`config.mk`:
```
export PLATFORM = sky130hd
export DESIGN_NAME = rgba_to_yuv420_converter
export DESIGN_NICKNAME = d
export VERILOG_FILES = /design/src/r2y_pkg.sv /design/src/r2y_weigh.sv /design/src/rgba_to_yuv420_converter.sv
export SDC_FILE = /design/constraint.sdc
export NUM_CORES = 2
export LEC_CHECK = 0
export BUFFER_PORTS_ARGS = -buffer_cell sky130_fd_sc_hd__buf_2
export CORE_MARGIN = 2
export CORE_UTILIZATION = 71
export DETAILED_ROUTE_END_ITERATION = 8
export PLACE_DENSITY = 0.94
export SYNTH_ARGS = -nofsm -noshare
export SYNTH_HDL_FRONTEND = slang
export SYNTH_SLANG_ARGS = --single-unit
```
`constraint.sdc`:
```
create_clock -name clk -period 25.9 [get_ports clk]
set_clock_uncertainty 0.05 [all_clocks]
set_input_delay 1.295 -clock clk [delete_from_list [all_inputs] [get_ports clk]]
set_output_delay 1.295 -clock clk [all_outputs]
set_load 0.03 [all_outputs]
```
`src/r2y_pkg.sv`:
```
`timescale 1ns / 1ps
package r2y_pkg;

	localparam int MAX_WIDTH = 4096;
	localparam int COL_W     = $clog2(MAX_WIDTH);
	localparam int FW_W      = 13;
	localparam int WEIGHT_W  = 32;
	localparam int IDX_W     = 2;

	typedef enum logic [IDX_W-1:0] {
		REG_LUMA_WEIGHTS  = 2'd0,
		REG_BLUE_DIFF     = 2'd1,
		REG_RED_DIFF      = 2'd2,
		REG_FRAME_WIDTH   = 2'd3
	} reg_index_t;

	localparam logic [WEIGHT_W-1:0] LUMA_WEIGHTS_RESET = 32'h000D_4121;
	localparam logic [WEIGHT_W-1:0] BLUE_DIFF_RESET    = 32'h0070_B6DA;
	localparam logic [WEIGHT_W-1:0] RED_DIFF_RESET     = 32'h00EE_A270;
	localparam logic [FW_W-1:0]     FRAME_WIDTH_RESET  = 13'd640;

	typedef struct packed {
		logic [7:0] red;
		logic [7:0] green;
		logic [7:0] blue;
		logic [7:0] alpha;
	} pixel_t;

endpackage

```
`src/r2y_weigh.sv`:
```
`timescale 1ns / 1ps
module r2y_weigh (
	input  r2y_pkg::pixel_t              pixel,
	input  logic [r2y_pkg::WEIGHT_W-1:0] weights,
	output logic signed [15:0]           sum
);
	import r2y_pkg::*;

	logic signed [16:0] prod_r, prod_g, prod_b, prod_a;
	logic signed [17:0] pair_rg, pair_ba;
	logic signed [15:0] sat_rg, sat_ba;

	function automatic logic signed [15:0] sat16(input logic signed [17:0] v);
		if (v > 18'sd32767) begin
			return 16'sh7FFF;
		end else if (v < -18'sd32768) begin
			return 16'sh8000;
		end else begin
			return v[15:0];
		end
	endfunction

	// Pixel bytes are unsigned, so each gets a zero sign bit before the signed multiply.
	assign prod_r = 17'($signed({1'b0, pixel.red}))   * 17'($signed(weights[7:0]));
	assign prod_g = 17'($signed({1'b0, pixel.green})) * 17'($signed(weights[15:8]));
	assign prod_b = 17'($signed({1'b0, pixel.blue}))  * 17'($signed(weights[23:16]));
	assign prod_a = 17'($signed({1'b0, pixel.alpha})) * 17'($signed(weights[31:24]));

	assign pair_rg = {prod_r[16], prod_r} + {prod_g[16], prod_g};
	assign pair_ba = {prod_b[16], prod_b} + {prod_a[16], prod_a};

	assign sat_rg = sat16(pair_rg);
	assign sat_ba = sat16(pair_ba);

	// The final add wraps at 16 bits.
	assign sum = sat_rg + sat_ba;

endmodule

```
`src/rgba_to_yuv420_converter.sv`:
```
`timescale 1ns / 1ps
// Channel   Handshake               Payload
// pixel     pix_valid / pix_ready   red, green, blue, alpha, start_of_frame
// result    res_valid / res_ready   luma, chroma_u, chroma_v, chroma_valid
// config    cfg_we                  cfg_index, cfg_data
//
// One pixel is taken every clock while the result is not stalled.
// Stage one registers the pixel and its chroma flag, stage two holds the finished samples.
// All three weighted sums are computed in parallel between the two stages.
// When the result is stalled, a further pixel waits in stage one, then pix_ready drops.
// arst_n clears the pipeline, the position counters and the registers to their defaults.
module rgba_to_yuv420_converter (
	input  logic                         clk,
	input  logic                         arst_n,
	input  logic                         cfg_we,
	input  logic [r2y_pkg::IDX_W-1:0]    cfg_index,
	input  logic [r2y_pkg::WEIGHT_W-1:0] cfg_data,
	input  logic                         pix_valid,
	output logic                         pix_ready,
	input  logic [7:0]                   red,
	input  logic [7:0]                   green,
	input  logic [7:0]                   blue,
	input  logic [7:0]                   alpha,
	input  logic                         start_of_frame,
	output logic                         res_valid,
	input  logic                         res_ready,
	output logic [7:0]                   luma,
	output logic [7:0]                   chroma_u,
	output logic [7:0]                   chroma_v,
	output logic                         chroma_valid
);
	import r2y_pkg::*;

	logic [WEIGHT_W-1:0] luma_w_q, blue_w_q, red_w_q;
	logic [FW_W-1:0]     frame_width_q;
	logic [COL_W-1:0]    column_q;
	logic                odd_row_q;

	logic [FW_W-1:0]     width_eff;
	logic [COL_W-1:0]    column_cur;
	logic                odd_cur;
	logic [FW_W-1:0]     column_inc;
	logic                accept, advance;

	logic                valid_s1, chroma_s1;
	pixel_t              pixel_s1;

	logic signed [15:0]  y_sum, u_sum, v_sum;
	logic signed [9:0]   y_off;
	logic [7:0]          y_val;

	logic                valid_s2, chroma_s2;
	logic [7:0]          luma_s2, u_s2, v_s2;

	always_ff @(posedge clk or negedge arst_n) begin
		if (!arst_n) begin
			luma_w_q      <= LUMA_WEIGHTS_RESET;
			blue_w_q      <= BLUE_DIFF_RESET;
			red_w_q       <= RED_DIFF_RESET;
			frame_width_q <= FRAME_WIDTH_RESET;
		end else if (cfg_we) begin
			unique case (reg_index_t'(cfg_index))
				REG_LUMA_WEIGHTS: luma_w_q      <= cfg_data;
				REG_BLUE_DIFF:    blue_w_q      <= cfg_data;
				REG_RED_DIFF:     red_w_q       <= cfg_data;
				REG_FRAME_WIDTH:  frame_width_q <= cfg_data[FW_W-1:0];
				default: ;
			endcase
		end
	end

	// A width of zero counts as one; anything above the maximum is capped.
	always_comb begin
		if (frame_width_q == '0) begin
			width_eff = FW_W'(1);
		end else if (frame_width_q > FW_W'(MAX_WIDTH)) begin
			width_eff = FW_W'(MAX_WIDTH);
		end else begin
			width_eff = frame_width_q;
		end
	end

	assign column_cur = start_of_frame ? '0 : column_q;
	assign odd_cur    = start_of_frame ? 1'b0 : odd_row_q;
	assign column_inc = FW_W'(column_cur) + FW_W'(1);

	assign advance   = !valid_s2 || res_ready;
	assign pix_ready = !valid_s1 || advance;
	assign accept    = pix_valid && pix_ready;

	always_ff @(posedge clk or negedge arst_n) begin
		if (!arst_n) begin
			column_q  <= '0;
			odd_row_q <= 1'b0;
		end else if (accept) begin
			if (column_inc >= width_eff) begin
				column_q  <= '0;
				odd_row_q <= !odd_cur;
			end else begin
				column_q  <= column_inc[COL_W-1:0];
				odd_row_q <= odd_cur;
			end
		end
	end

	always_ff @(posedge clk or negedge arst_n) begin
		if (!arst_n) begin
			valid_s1 <= 1'b0;
		end else if (accept) begin
			valid_s1 <= 1'b1;
		end else if (advance) begin
			valid_s1 <= 1'b0;
		end
	end

	always_ff @(posedge clk) begin
		if (accept) begin
			pixel_s1  <= '{red: red, green: green, blue: blue, alpha: alpha};
			chroma_s1 <= !odd_cur && !column_cur[0];
		end
	end

	r2y_weigh u_weigh_y (.pixel(pixel_s1), .weights(luma_w_q), .sum(y_sum));
	r2y_weigh u_weigh_u (.pixel(pixel_s1), .weights(blue_w_q), .sum(u_sum));
	r2y_weigh u_weigh_v (.pixel(pixel_s1), .weights(red_w_q),  .sum(v_sum));

	assign y_off = $signed({y_sum[15], y_sum[15:7]}) + 10'sd16;

	always_comb begin
		if (y_off < 10'sd0) begin
			y_val = 8'd0;
		end else if (y_off > 10'sd255) begin
			y_val = 8'd255;
		end else begin
			y_val = y_off[7:0];
		end
	end

	always_ff @(posedge clk or negedge arst_n) begin
		if (!arst_n) begin
			valid_s2 <= 1'b0;
		end else if (advance) begin
			valid_s2 <= valid_s1;
		end
	end

	// Chroma is the top byte of the sum plus 128, which always lands in 0..255,
	// so flipping the sign bit is the whole offset-and-clamp.
	always_ff @(posedge clk) begin
		if (advance && valid_s1) begin
			luma_s2   <= y_val;
			chroma_s2 <= chroma_s1;
			u_s2      <= chroma_s1 ? {~u_sum[15], u_sum[14:8]} : 8'd0;
			v_s2      <= chroma_s1 ? {~v_sum[15], v_sum[14:8]} : 8'd0;
		end
	end

	assign res_valid    = valid_s2;
	assign luma         = luma_s2;
	assign chroma_u     = u_s2;
	assign chroma_v     = v_s2;
	assign chroma_valid = chroma_s2;

endmodule

```
==> results.sh <==
export IMPL_grt_max_degree=77
export IMPL_final_core_util=0.753
export IMPL_cts_htree_levels=4
export IMPL_core_um2=51600
export IMPL_drtIter0Drc=2789
export IMPL_syn_nets=5133
export IMPL_numCtsBuffers=17
export IMPL_syn_inst=3984
export IMPL_drc_errors=0
export IMPL_syn2layout_area_growth_pct=4.34
export IMPL_insertion_delay_ns=0.54
export IMPL_syn_area_um2=37200
export IMPL_setup_slack_ns=15.82
export IMPL_grt_pass1_wl_um=159000
export IMPL_track_usage=0.379
export IMPL_syn_avg_cell_area_um2=9.35
export IMPL_worst_hold_startpoint="valid_s1"
export IMPL_reg2reg_slack_ns=15.82
export IMPL_drive_above_1_share=0.0776
export IMPL_start_kind="flop"
export IMPL_period_needed_ns=10.08
export IMPL_io_pins=99
export IMPL_rsz0062_at_grt="no"
export IMPL_num_vias=29000
export IMPL_final_common_cell="inv_1"
export IMPL_hold_buffers=0
export IMPL_dp_hpwl_um=77000
export IMPL_grt_pass1_vias=31400
export IMPL_die_area_um2=54300
export IMPL_die_h_um=233
export IMPL_max_clock_freq_mhz=99.2
export IMPL_cts_resized=0
export IMPL_slowest_delay_ns=1.12
export IMPL_drt_pass1_iterations=7
export IMPL_rows=83
export IMPL_place_ws_ns=16.20
export IMPL_layout_nets=5142
export IMPL_required_ns=26.13
export IMPL_port_buffers=98
export IMPL_yosysWarnings=0
export IMPL_synth_edf_count=58
export IMPL_setup_violations=0
export IMPL_async_flop_share=0.681
export IMPL_hold_end="res_valid"
export IMPL_post_cts_setup_buffers=0
export IMPL_relSlewSlack=0.220
export IMPL_cts_sinks=182
export IMPL_grt_ovfl_total=0
export IMPL_antenna_found_initial=1
export IMPL_layout_common_cells="834 x inv_1, 594 x fa_1, 483 x ha_1"
export IMPL_path_max_fanout=24
export IMPL_hold_slack_ns=0.439
export IMPL_min_path_type="reg -> reg"
export IMPL_fin_tns_setup_ns=0
export IMPL_worstPathArrival_ns=10.31
export IMPL_ys_flop_type="dfrtp_1"
export IMPL_ant_nets=0
export IMPL_gp_congestion=0.997
export IMPL_nFillCells=3111
export IMPL_finalCritPeriodShare=0.389
export IMPL_cts_tree="yes"
export IMPL_end_kind="flop"
export IMPL_run_status="completed"
export IMPL_finalHoldViolCount=0
export IMPL_synth_seq_cells=182
export IMPL_post_drt_wl_per_cell_um=20.8
export IMPL_clk_path_buf_depth=2
export IMPL_maxCapViolations=0
export IMPL_routed_via_density=6.18
export IMPL_synth_cell_types=88
export IMPL_clk_pin_slew_worst_paths_ns=0.10
export IMPL_slowest_stage="edfxtp_1"
export IMPL_reg2reg_depth=29
export IMPL_hold_depth=1
export IMPL_worst_pin_slew_ns=1.16
export IMPL_criticalPathCategory="reg -> reg"
export IMPL_rr_endpoint="chroma_v[6]"
export IMPL_ys_seq_area_frac=0.131
export IMPL_initial_utilization=0.722
export IMPL_crit_path_frequent_cell="fa_1"
export IMPL_slew_viol_final=0
export IMPL_worstReg2RegStart="pixel_s1[29]"
export IMPL_cts_root_buf="clkbuf_16"
export IMPL_wl_um=97600
export IMPL_die_w_um=233
[worst max-delay path: cells and delay by family, from the launching register on]
kind	cells	cell delay (ns)
flip-flops	1	1.12
buffers and inverters	3	0.16
AND/OR/NAND/NOR	7	1.31
AO/OA/AOI/OAI	10	3.21
adder cells (fa/ha/maj)	8	3.81
XOR/XNOR	1	0.14
[logic make-up after synthesis]
group,after synthesis,synth area share
AO/OA/AOI/OAI,437,0.0759
XOR/XNOR,104,0.0251
adder cells (fa/ha/maj),1077,0.481
buffers and inverters,953,0.0961
flip-flops,182,0.131
multiplexers,107,0.0323
AND/OR/NAND/NOR,1124,0.158
[Yosys cell counts (all sizes together) (53+ instances only)]
cell type    n  area share
xor2        53       0.013
mux2       106       0.032
clkbuf     111       0.011
a21o        56       0.011
nand2b      84       0.014
edfxtp      58       0.047
nand2      340       0.034
nor2       116       0.012
and2       438       0.074
dfrtp       90       0.060
a21oi      101       0.014
o21ai      138       0.019
inv        835       0.084
ha         483        0.16
fa         594        0.32
[per-layer routing]
metal	global-route usage	up-vias	wire length, um
met5	0	-	0
met4	0.229	0	6440
met3	0.0985	554	10500
met2	0.620	1935	46600
met1	0.450	14000	34100
li1	-	12500	-
[layout make-up]
type,instances,area [um2],area share
repair buffers,107,564,0.0145
diodes,1,2.50,0.0000644
clock buffers,17,425,0.0109
inverters,836,3140,0.0807
well taps,680,851,0.0219
clock inverters,15,209,0.00538
flip-flops and latches,182,4890,0.126
multi-input cells,2849,28800,0.741
[flip-flops by register name, summed over array words and instances (netlist names)]
signal and flops:
red_w_q 32, frame_width_q 13, blue_w_q 32, column_q 12, res_valid 1, chroma_v 8, chroma_valid 1, luma 8
pixel_s1 32, valid_s1 1, luma_w_q 32, odd_row_q 1, chroma_u 8, chroma_s1 1
[stage by stage]
stage,area (um2),instances
detailed placement,38200,4654
floorplan,37200,3984
CTS,38900,4686
global placement,38200,4654
finish,38900,4687
global route,38900,4686
[worst max path at each step]
stage                             from     endpoint  slack [ns]  depth (start not counted)
after floorplan           pixel_s1[14]      luma[4]       17.23                         35
after global placement    pixel_s1[30]  chroma_v[6]       16.45                         29
after detailed placement  pixel_s1[29]      luma[5]       16.20                         33
after CTS                 pixel_s1[28]  chroma_v[6]       16.12                         29
after global routing      pixel_s1[29]  chroma_v[6]       15.22                         29
final                     pixel_s1[29]  chroma_v[6]       15.82                         29
Power is left out: the tool's default activity adds up to more than one toggle a clock period on the data nets, which glitch-free logic cannot reach.
